`src/pfc_pkg.sv`:
```
// ----------------------------------------------------------------------------
// pfc_pkg: shared types, constants and CRC functions
// Holds the queue entry and configuration structures used between the front
// end, the queue and the byte generator of the packet framer.
// ----------------------------------------------------------------------------
package pfc_pkg;

  localparam logic       CMD_START   = 1'b0;
  localparam logic       CMD_PAYLOAD = 1'b1;

  localparam logic [9:0] MAX_PLEN    = 10'd1010;
  localparam logic [9:0] INNER_HDR   = 10'd13;

  localparam logic [7:0] SYNC_BYTE   = 8'h55;
  localparam logic [7:0] OUTER_MARK  = 8'hCC;
  localparam logic [7:0] CRC8_INIT   = 8'h77;
  localparam logic [7:0] CRC8_POLY   = 8'h8C;
  localparam logic [15:0] CRC16_INIT = 16'h3692;
  localparam logic [15:0] CRC16_POLY = 16'h8408;

  // Register indexes of the configuration port, at byte address 4 * index.
  localparam logic [1:0] REG_SOURCE_NODE = 2'd0;
  localparam logic [1:0] REG_OUTER_PORT  = 2'd1;
  localparam logic [1:0] REG_PROTO_VER   = 2'd2;

  // Byte positions within a start request.
  localparam logic [4:0] POS_INNER   = 5'd8;
  localparam logic [4:0] POS_LV_HI   = 5'd10;
  localparam logic [4:0] POS_HDR_END = 5'd18;
  localparam logic [4:0] POS_HDR_CRC = 5'd20;
  // Byte positions within a payload request.
  localparam logic [4:0] POS_PAY_CRC = 5'd2;

  typedef struct packed {
    logic        kind;    // CMD_START or CMD_PAYLOAD
    logic        last;    // request closes the frame with the CRC-16
    logic [7:0]  dest;
    logic [7:0]  ctype;
    logic [7:0]  cset;
    logic [7:0]  cid;
    logic [9:0]  ilen;
    logic [15:0] seq;
    logic [7:0]  pbyte;
  } entry_t;

  typedef struct packed {
    logic [7:0]  source_node;
    logic [15:0] outer_port;
    logic [5:0]  protocol_version;
  } cfg_t;

  function automatic logic [7:0] crc8_byte(input logic [7:0] c_in, input logic [7:0] b_in);
    logic [7:0] c;
    logic [7:0] b;
    logic       m;
    c = c_in;
    b = b_in;
    for (int i = 0; i < 8; i++) begin
      m = c[0] ^ b[0];
      c = c >> 1;
      if (m) c = c ^ CRC8_POLY;
      b = b >> 1;
    end
    return c;
  endfunction

  function automatic logic [15:0] crc16_byte(input logic [15:0] c_in, input logic [7:0] b_in);
    logic [15:0] c;
    logic [7:0]  b;
    logic        m;
    c = c_in;
    b = b_in;
    for (int i = 0; i < 8; i++) begin
      m = c[0] ^ b[0];
      c = c >> 1;
      if (m) c = c ^ CRC16_POLY;
      b = b >> 1;
    end
    return c;
  endfunction

endpackage

```
`src/pfc_front.sv`:
```
// ----------------------------------------------------------------------------
// pfc_front: input request classifier
// Accepts start and payload requests, tracks the open frame and the sequence
// number, drops stray payload bytes and queues work for the byte generator.
// ----------------------------------------------------------------------------
module pfc_front (
  input  logic                clk,
  input  logic                rst,
  input  logic                in_valid,
  output logic                in_ready,
  input  logic                in_cmd,
  input  logic [7:0]          in_dest,
  input  logic [7:0]          in_ctype,
  input  logic [7:0]          in_cset,
  input  logic [7:0]          in_cid,
  input  logic [9:0]          in_plen,
  input  logic [7:0]          in_pbyte,
  input  logic                q_full,
  output logic                push,
  output pfc_pkg::entry_t     push_entry
);

  logic [15:0] seq_num, seq_num_next;
  logic [9:0]  remaining, remaining_next;
  logic        in_frame, in_frame_next;
  logic [9:0]  plen_sat;
  logic        accept;

  assign in_ready = !q_full;
  assign accept   = in_valid && in_ready;
  assign plen_sat = (in_plen > pfc_pkg::MAX_PLEN) ? pfc_pkg::MAX_PLEN : in_plen;

  always_comb begin
    seq_num_next   = seq_num;
    remaining_next = remaining;
    in_frame_next  = in_frame;
    push           = 1'b0;

    push_entry.kind  = in_cmd;
    push_entry.last  = 1'b0;
    push_entry.dest  = in_dest;
    push_entry.ctype = in_ctype;
    push_entry.cset  = in_cset;
    push_entry.cid   = in_cid;
    push_entry.ilen  = pfc_pkg::INNER_HDR + plen_sat;
    push_entry.seq   = seq_num;
    push_entry.pbyte = in_pbyte;

    if (accept) begin
      if (in_cmd == pfc_pkg::CMD_START) begin
        // A new start simply replaces any frame still open.
        push            = 1'b1;
        push_entry.last = (plen_sat == 10'd0);
        seq_num_next    = seq_num + 16'd1;
        in_frame_next   = (plen_sat != 10'd0);
        remaining_next  = plen_sat;
      end else if (in_frame) begin
        push            = 1'b1;
        push_entry.last = (remaining == 10'd1);
        remaining_next  = remaining - 10'd1;
        in_frame_next   = (remaining != 10'd1);
      end
    end
  end

  always_ff @(posedge clk) begin
    if (rst) begin
      seq_num   <= 16'd1;
      remaining <= 10'd0;
      in_frame  <= 1'b0;
    end else begin
      seq_num   <= seq_num_next;
      remaining <= remaining_next;
      in_frame  <= in_frame_next;
    end
  end

  a_frame_count: assert property (@(posedge clk) disable iff (rst)
    in_frame == (remaining != 10'd0))
    else $error("open frame flag and remaining count disagree");

  a_stray_dropped: assert property (@(posedge clk) disable iff (rst)
    (accept && in_cmd == pfc_pkg::CMD_PAYLOAD && !in_frame) |-> !push)
    else $error("stray payload byte was queued");

  a_seq_step: assert property (@(posedge clk) disable iff (rst)
    (accept && in_cmd == pfc_pkg::CMD_START) |=> seq_num == $past(seq_num) + 16'd1)
    else $error("sequence number did not advance on a start request");

endmodule

```
`src/pfc_queue.sv`:
```
// ----------------------------------------------------------------------------
// pfc_queue: request queue
// Small first-in first-out buffer of classified requests between the front
// end and the byte generator.
// ----------------------------------------------------------------------------
module pfc_queue #(
  parameter int DEPTH = 4
) (
  input  logic            clk,
  input  logic            rst,
  input  logic            push,
  input  pfc_pkg::entry_t push_entry,
  input  logic            pop,
  output logic            full,
  output logic            not_empty,
  output pfc_pkg::entry_t head
);

  localparam int PW = (DEPTH > 1) ? $clog2(DEPTH) : 1;
  localparam int CW = $clog2(DEPTH + 1);
  localparam logic [PW-1:0] LAST_SLOT = PW'(DEPTH - 1);
  localparam logic [CW-1:0] FULL_CNT  = CW'(DEPTH);

  pfc_pkg::entry_t slots [DEPTH];
  logic [PW-1:0]   wr_ptr, rd_ptr;
  logic [CW-1:0]   count;

  assign full      = (count == FULL_CNT);
  assign not_empty = (count != '0);
  assign head      = slots[rd_ptr];

  always_ff @(posedge clk) begin
    if (push) slots[wr_ptr] <= push_entry;
  end

  always_ff @(posedge clk) begin
    if (rst) begin
      wr_ptr <= '0;
      rd_ptr <= '0;
      count  <= '0;
    end else begin
      if (push) wr_ptr <= (wr_ptr == LAST_SLOT) ? '0 : wr_ptr + PW'(1);
      if (pop)  rd_ptr <= (rd_ptr == LAST_SLOT) ? '0 : rd_ptr + PW'(1);
      if (push && !pop)      count <= count + CW'(1);
      else if (pop && !push) count <= count - CW'(1);
    end
  end

  a_no_overflow: assert property (@(posedge clk) disable iff (rst)
    !(push && full))
    else $error("request queue overflow");

  a_no_underflow: assert property (@(posedge clk) disable iff (rst)
    !(pop && !not_empty))
    else $error("request queue underflow");

  a_count_range: assert property (@(posedge clk) disable iff (rst)
    count <= FULL_CNT)
    else $error("request queue count out of range");

endmodule

```
`src/pfc_back.sv`:
```
// ----------------------------------------------------------------------------
// pfc_back: byte generator
// Expands each queued request into packet bytes, one per cycle while the output is not stalled, keeping the
// header CRC-8 and body CRC-16 as the bytes go out, into an output register.
// ----------------------------------------------------------------------------
module pfc_back (
  input  logic            clk,
  input  logic            rst,
  input  pfc_pkg::cfg_t   cfg,
  input  logic            q_not_empty,
  input  pfc_pkg::entry_t head,
  output logic            pop,
  output logic            out_valid,
  input  logic            out_ready,
  output logic [7:0]      out_byte,
  output logic            out_last,
  output logic            out_frame_end
);

  logic [4:0]  idx;
  logic [7:0]  crc8;
  logic [15:0] crc16;
  logic        emit;
  logic        is_start;
  logic        final_byte;
  logic        inner;
  logic [7:0]  byte_sel;

  assign emit     = q_not_empty && (!out_valid || out_ready);
  assign is_start = (head.kind == pfc_pkg::CMD_START);
  assign pop      = emit && final_byte;

  always_comb begin
    if (is_start) begin
      final_byte = head.last ? (idx == pfc_pkg::POS_HDR_CRC) : (idx == pfc_pkg::POS_HDR_END);
    end else begin
      final_byte = head.last ? (idx == pfc_pkg::POS_PAY_CRC) : (idx == 5'd0);
    end
  end

  always_comb begin
    inner    = 1'b0;
    byte_sel = 8'h00;
    if (is_start) begin
      inner = (idx >= pfc_pkg::POS_INNER) && (idx <= pfc_pkg::POS_HDR_END);
      case (idx)
        5'd0:    byte_sel = pfc_pkg::SYNC_BYTE;
        5'd1:    byte_sel = pfc_pkg::OUTER_MARK;
        5'd2:    byte_sel = cfg.outer_port[7:0];
        5'd3:    byte_sel = cfg.outer_port[15:8];
        5'd4:    byte_sel = head.ilen[7:0];
        5'd5:    byte_sel = {6'd0, head.ilen[9:8]};
        5'd8:    byte_sel = pfc_pkg::SYNC_BYTE;
        5'd9:    byte_sel = head.ilen[7:0];
        5'd10:   byte_sel = {cfg.protocol_version, head.ilen[9:8]};
        5'd11:   byte_sel = crc8;
        5'd12:   byte_sel = cfg.source_node;
        5'd13:   byte_sel = head.dest;
        5'd14:   byte_sel = head.seq[7:0];
        5'd15:   byte_sel = head.seq[15:8];
        5'd16:   byte_sel = head.ctype;
        5'd17:   byte_sel = head.cset;
        5'd18:   byte_sel = head.cid;
        5'd19:   byte_sel = crc16[7:0];
        5'd20:   byte_sel = crc16[15:8];
        default: byte_sel = 8'h00;
      endcase
    end else begin
      inner = (idx == 5'd0);
      case (idx)
        5'd0:    byte_sel = head.pbyte;
        5'd1:    byte_sel = crc16[7:0];
        5'd2:    byte_sel = crc16[15:8];
        default: byte_sel = 8'h00;
      endcase
    end
  end

  always_ff @(posedge clk) begin
    if (rst) begin
      idx       <= '0;
      out_valid <= 1'b0;
    end else begin
      if (emit) begin
        idx       <= final_byte ? 5'd0 : idx + 5'd1;
        out_valid <= 1'b1;
      end else if (out_ready) begin
        out_valid <= 1'b0;
      end
    end
  end

  // CRC state and output payload need no reset: the CRC-16 is seeded on the
  // first byte of every start request, the CRC-8 on the inner sync byte.
  always_ff @(posedge clk) begin
    if (emit) begin
      out_byte      <= byte_sel;
      out_last      <= final_byte;
      out_frame_end <= final_byte && head.last;
      if (is_start && idx == 5'd0) begin
        crc16 <= pfc_pkg::CRC16_INIT;
      end else if (inner) begin
        crc16 <= pfc_pkg::crc16_byte(crc16, byte_sel);
      end
      if (is_start && idx == pfc_pkg::POS_INNER) begin
        crc8 <= pfc_pkg::crc8_byte(pfc_pkg::CRC8_INIT, byte_sel);
      end else if (is_start && idx > pfc_pkg::POS_INNER && idx <= pfc_pkg::POS_LV_HI) begin
        crc8 <= pfc_pkg::crc8_byte(crc8, byte_sel);
      end
    end
  end

  a_end_is_last: assert property (@(posedge clk) disable iff (rst)
    (out_valid && out_frame_end) |-> out_last)
    else $error("frame end flagged on a byte that is not the last of its request");

  a_idx_range: assert property (@(posedge clk) disable iff (rst)
    idx <= pfc_pkg::POS_HDR_CRC)
    else $error("byte position out of range");

  a_hold_on_stall: assert property (@(posedge clk) disable iff (rst)
    (out_valid && !out_ready) |=> (out_valid && $stable(out_byte) && $stable(idx)))
    else $error("output byte or position changed during a stall");

endmodule

```
`src/packet_framer_crc8_crc16_core.sv`:
```
// ----------------------------------------------------------------------------
// packet_framer_crc8_crc16_core: command packet framer
// Frames start and payload requests into a byte stream with an outer header,
// an inner header protected by a CRC-8, and a trailing body CRC-16.
// ----------------------------------------------------------------------------
// Usage
//   s_axis carries requests: tuser is the command (0 start, 1 payload byte),
//   tdata the header fields, payload length and payload byte. m_axis carries
//   one packet byte per transfer; tlast marks the last byte caused by a
//   request and tuser marks the final CRC byte that closes a packet.
//   The APB port holds source node, outer port and protocol version; write it
//   only while no request is in flight.
// Latency and throughput
//   An accepted request is first written into the queue, and its first byte
//   is then written into the output register and presented, provided the
//   output is free. The output register emits one byte per cycle while
//   m_axis_tready is high: a start request yields 19 bytes (21 with a zero
//   payload length), a payload byte one (three when it ends the frame). Requests are
//   taken every cycle while the QUEUE_DEPTH entry request queue has room;
//   stray payload bytes are taken and dropped without using the queue.
// Reset and stalls
//   Reset empties the queue, closes any frame, sets the sequence number to 1
//   and restores the register defaults. When m_axis_tready is low the current
//   byte holds, the queue fills and s_axis_tready then falls.
// ----------------------------------------------------------------------------
module packet_framer_crc8_crc16_core #(
  parameter int QUEUE_DEPTH = 4
) (
  input  logic        clk,
  input  logic        rst,
  // Request stream
  input  logic        s_axis_tvalid,
  output logic        s_axis_tready,
  // [7:0] dest_node, [15:8] cmd_type, [23:16] cmd_set, [31:24] cmd_id,
  // [41:32] payload_len, [49:42] payload_byte, [55:50] zero
  input  logic [55:0] s_axis_tdata,
  // [0] cmd
  input  logic        s_axis_tuser,
  // Packet byte stream
  output logic        m_axis_tvalid,
  input  logic        m_axis_tready,
  // [7:0] out_byte
  output logic [7:0]  m_axis_tdata,
  output logic        m_axis_tlast,
  // [0] frame_end
  output logic        m_axis_tuser,
  // Register port
  input  logic        psel,
  input  logic        penable,
  input  logic        pwrite,
  input  logic [3:0]  paddr,
  input  logic [31:0] pwdata,
  output logic [31:0] prdata,
  output logic        pready
);

  pfc_pkg::cfg_t   cfg;
  pfc_pkg::entry_t push_entry;
  pfc_pkg::entry_t head;
  logic            push;
  logic            pop;
  logic            q_full;
  logic            q_not_empty;
  logic            cfg_write;

  assign pready    = 1'b1;
  assign cfg_write = psel && penable && pwrite && pready;

  always_ff @(posedge clk) begin
    if (rst) begin
      cfg.source_node      <= 8'd2;
      cfg.outer_port       <= 16'd30000;
      cfg.protocol_version <= 6'd1;
    end else if (cfg_write) begin
      case (paddr[3:2])
        pfc_pkg::REG_SOURCE_NODE: cfg.source_node      <= pwdata[7:0];
        pfc_pkg::REG_OUTER_PORT:  cfg.outer_port       <= pwdata[15:0];
        pfc_pkg::REG_PROTO_VER:   cfg.protocol_version <= pwdata[5:0];
        default: begin
        end
      endcase
    end
  end

  always_comb begin
    case (paddr[3:2])
      pfc_pkg::REG_SOURCE_NODE: prdata = {24'd0, cfg.source_node};
      pfc_pkg::REG_OUTER_PORT:  prdata = {16'd0, cfg.outer_port};
      pfc_pkg::REG_PROTO_VER:   prdata = {26'd0, cfg.protocol_version};
      default:                  prdata = 32'd0;
    endcase
  end

  pfc_front u_front (
    .clk        (clk),
    .rst        (rst),
    .in_valid   (s_axis_tvalid),
    .in_ready   (s_axis_tready),
    .in_cmd     (s_axis_tuser),
    .in_dest    (s_axis_tdata[7:0]),
    .in_ctype   (s_axis_tdata[15:8]),
    .in_cset    (s_axis_tdata[23:16]),
    .in_cid     (s_axis_tdata[31:24]),
    .in_plen    (s_axis_tdata[41:32]),
    .in_pbyte   (s_axis_tdata[49:42]),
    .q_full     (q_full),
    .push       (push),
    .push_entry (push_entry)
  );

  pfc_queue #(
    .DEPTH (QUEUE_DEPTH)
  ) u_queue (
    .clk        (clk),
    .rst        (rst),
    .push       (push),
    .push_entry (push_entry),
    .pop        (pop),
    .full       (q_full),
    .not_empty  (q_not_empty),
    .head       (head)
  );

  pfc_back u_back (
    .clk           (clk),
    .rst           (rst),
    .cfg           (cfg),
    .q_not_empty   (q_not_empty),
    .head          (head),
    .pop           (pop),
    .out_valid     (m_axis_tvalid),
    .out_ready     (m_axis_tready),
    .out_byte      (m_axis_tdata),
    .out_last      (m_axis_tlast),
    .out_frame_end (m_axis_tuser)
  );

endmodule

```
`config.mk`:
```
export PLATFORM = sky130hd
export DESIGN_NAME = packet_framer_crc8_crc16_core
export DESIGN_NICKNAME = d
export VERILOG_FILES = /design/src/pfc_pkg.sv /design/src/pfc_front.sv /design/src/pfc_queue.sv /design/src/pfc_back.sv /design/src/packet_framer_crc8_crc16_core.sv
export SDC_FILE = /design/constraint.sdc
export NUM_CORES = 1
export LEC_CHECK = 0
export ABC_AREA = 1
export BUFFER_PORTS_ARGS = -buffer_cell sky130_fd_sc_hd__buf_4
export CORE_MARGIN = 2
export CORE_UTILIZATION = 31
export CTS_CLUSTER_DIAMETER = 60
export DETAILED_ROUTE_END_ITERATION = 10
export GPL_TIMING_DRIVEN = 0
export PLACE_DENSITY = 0.53
export RECOVER_POWER = 25
export SLEW_MARGIN = 20
export SYNTH_ARGS = -nofsm -noshare
export SYNTH_HDL_FRONTEND = slang
export SYNTH_HIERARCHICAL = 1
export SYNTH_SLANG_ARGS = --single-unit
```
`constraint.sdc`:
```
create_clock -name clk -period 3.59 [get_ports clk]
set_input_delay 0.359 -clock clk [delete_from_list [all_inputs] [get_ports clk]]
set_output_delay 0.359 -clock clk [all_outputs]
set_load 0.01 [all_outputs]
```
==> reports/results.ini <==
[status]
status = finished clean

[power]
total_power_w = 0.01753
power.share.sequential_pct = 33.3
power.density_nw_per_um2 = 808.0
irDropWorstVdd_mv = 0.3997
pwr-share-comb_pct = 40.1
pwr-share-clk_pct = 26.6
netSwitchingFraction_pct = 39.63
p_sw_w = 0.006946
leakage_nw = 8.507
p_int_w = 0.01058

[place]
place_area_sq_um = 19760
dpl.hpwl_mm = 36.22
io_buffers = 62
gp_congestion = 0.8884

[global_route]
grt_max_degree = 44
grt_first_pass_wirelength_mm = 78.84
grt-ovfl-total = 0
first_global_vias = 13190
grt_usage_pct = 16.99
antenna_found_initial = 3

[route]
drc = 0
dr.pass1.iters = 5
drt_wl_total_mm = 51.79
num_vias = 13840
ant_nets = 0
routedWlPerCell_um = 18.06
dr.first_iter.drc_count = 1125
via_per_inst = 4.827

[finish]
nFillCells = 5779
syn_to_final_growth_pct = 19.62
drive_gt1_share_pct = 14.99
fin_area_sq_um = 21690
nNetsFinal = 2180

[synthesis]
synthFlopType = edfxtp_1
yosysSeqAreaShare_pct = 58.61
synthTopCellsByArea = edfxtp_1 51%, dfxtp_1 7.9%, nand2_1 7.3%
ys_types = 55
synth_edf_count = 306
synth_commonest_cells = 354 x nand2_1, 306 x edfxtp_1, 267 x nor2_1
yosys_warnings = 6
synth_seq_cells = 378
syn_inst = 1884
async_reset_ff_share_pct = 0
post_synth.cell_area_avg_sq_um = 9.626
synth_top_area_cell = edfxtp_1
synth_most_common_cell = nand2_1
synth_top_cell_area_share_pct = 50.67
syn_area_sq_um = 18140

[die]
fp.dieW_um = 245.9
fp.dieArea_sq_um = 60450
pin_count = 145
core_area_sq_um = 57810
start_util_pct = 31.37
die_y_um = 245.9
rows = 88

[setup_path]
crit_family = buffers and inverters
cp_slowest_stage_delay_ps = 380
crit_fanout = 10
cp-start-kind = flop
path_depth = 19
cp_common_cell = inv_1
crit_chain = buf_6, inv_6, buf_2, nor2_1, o22ai_2, clkbuf_2, o211ai_1, nand2_1, nor2_4, inv_1, ha_1, inv_1, fa_1, inv_1, nand2_1, nand3_1, nand2_1, inv_1, nor2_1
cp.arrival_ps = 3820
cp-endpoint = u_queue/count[2]
crit_buf_inv = 8
ff2ff_path_depth = 19
setup.worst_path.class = reg -> reg
slowest_stage = fa_1
r2r_slack_ps = 250
r2r_end = u_queue/count[2]
worstSetupEndpointType = flop
critPathRequiredTime_ps = 4070

[clocking]
cts_tree = yes
clkTransAtPathRegs_ps = 60
cts.sinks = 378
cts-root-buf = clkbuf_16
h-tree-depth = 2
clock_latency_ps = 580
cts_buffers = 46
clock_path_buffers = 3
post_cts_buffers = 0

[timing]
tightest_slew_ps = 741.6
slew_viol_final = 0
fin_crit_ps = 3340
slew_headroom_pct = 50.50
timing.fmax_mhz = 299.4
whs_ps = 56.88
fin_crit_sh_pct = 93.04
hold_viol = 0
skew_ps = 18.21
grt_setup_unrepaired = no
setup_viol = 0
setup_tns_ps = 0

[job]
cap_violations = 0

[min_path]
min_from = m_axis_tready
min_path_type = in -> reg

==> layout by cell type (no fill, tap or decap), types with 46 or more instances in the layout <==
cell type	Yosys	routed
edfxtp_1	306	306
clkbuf_16	0	46
o21ai_0	169	169
clkbuf_1	16	50
inv_1	142	138
nor2_1	267	266
dlygate4sd3_1	0	49
a21oi_1	48	47
nand2_1	354	354
nand3_1	125	125
dfxtp_1	72	71
buf_4	64	93
o22ai_1	72	70
==> routing by layer <==
layer | share of wire [%] | wire [um] | GRT usage (%)
met3 | 5.2 | 2683 | 2.914
met1 | 46 | 23630 | 23.09
met5 | 0.079 | 41 | 0
met2 | 47 | 24480 | 28.16
met4 | 1.8 | 957 | 3.993
==> power by group through the flow <==
stage / clock network [W] / registers [W] / logic [W]
CTS: 0.00477 / 0.00583 / 0.00701
global placement: 0 / 0.00596 / 0.00677
global route: 0.00495 / 0.00588 / 0.00782
floorplan: 0 / 0.00589 / 0.00480
finish: 0.00467 / 0.00583 / 0.00703
detailed placement: 0 / 0.00593 / 0.00691
==> per-stage QoR <==
stage	cells	util, %	worst slack (ps)
floorplan	1899	-	812.8
global placement	2726	33.93	-592.7
detailed placement	2732	34.18	-259.0
CTS	2866	37.70	13.66
global route	2866	37.53	14.84
finish	2867	37.53	249.7
==> final cells by class <==
class	instances	area [sq um]	area share, %
flip-flops and latches	378	10630	49.00
diodes	1	2.502	0.01153
clock inverters	30	310.3	1.430
repair buffers	117	1079	4.971
clock buffers	55	1225	5.646
plain buffers	125	735.7	3.391
well taps	765	957.2	4.412
multi-input cells	1230	6110	28.16
inverters	166	644.4	2.970
==> state kept, by name, indices dropped and copies added, names as in the netlist, 2 cells and up, named ones only <==
name               flops
u_back/crc8            8
u_queue/slots        272
u_front/remaining     10
u_queue/wr_ptr         2
cfg                   30
u_front/seq_num       16
u_back/crc16          16
u_back/out_byte        8
u_back/idx             5
u_queue/rd_ptr         2
u_queue/count          3
==> cells by family (layout without fill, tap and decap cells) <==
kind of cell,Yosys count,in the layout,synth area share [%]
flops,378,378,58.61
xor+xnor,31,31,1.932
buf+inv,291,493,8.203
other cells,2,18,0.04141
compound gates,319,319,9.603
simple gates,847,847,20.46
fa+ha+maj,16,16,1.145
==> worst min-delay path by stage <==
stage / end / slack, ps / cells past startpoint
floorplan: u_back/out_valid / 430 / 1
global placement: u_front/remaining[4] / 460 / 2
detailed placement: u_front/remaining[1] / 460 / 2
CTS: u_queue/slots[0][62] / 5 / 1
global route: u_back/out_valid / 60 / 4
finish: u_back/out_valid / 60 / 4
==> tightest hold or removal path, stage by stage <==
cell and delay [ps]:
buf_4 80, inv_1 30, nand2_1 60, a21oi_1 60
==> what timing repair did <==
item                                   in CTS  in global routing
setup endpoints to repair                   2                 12
gates resized for setup                     5                  7
endpoints found under the hold margin     168                  0
hold buffers                               49                  0
Power figures use the tool's default switching activity.
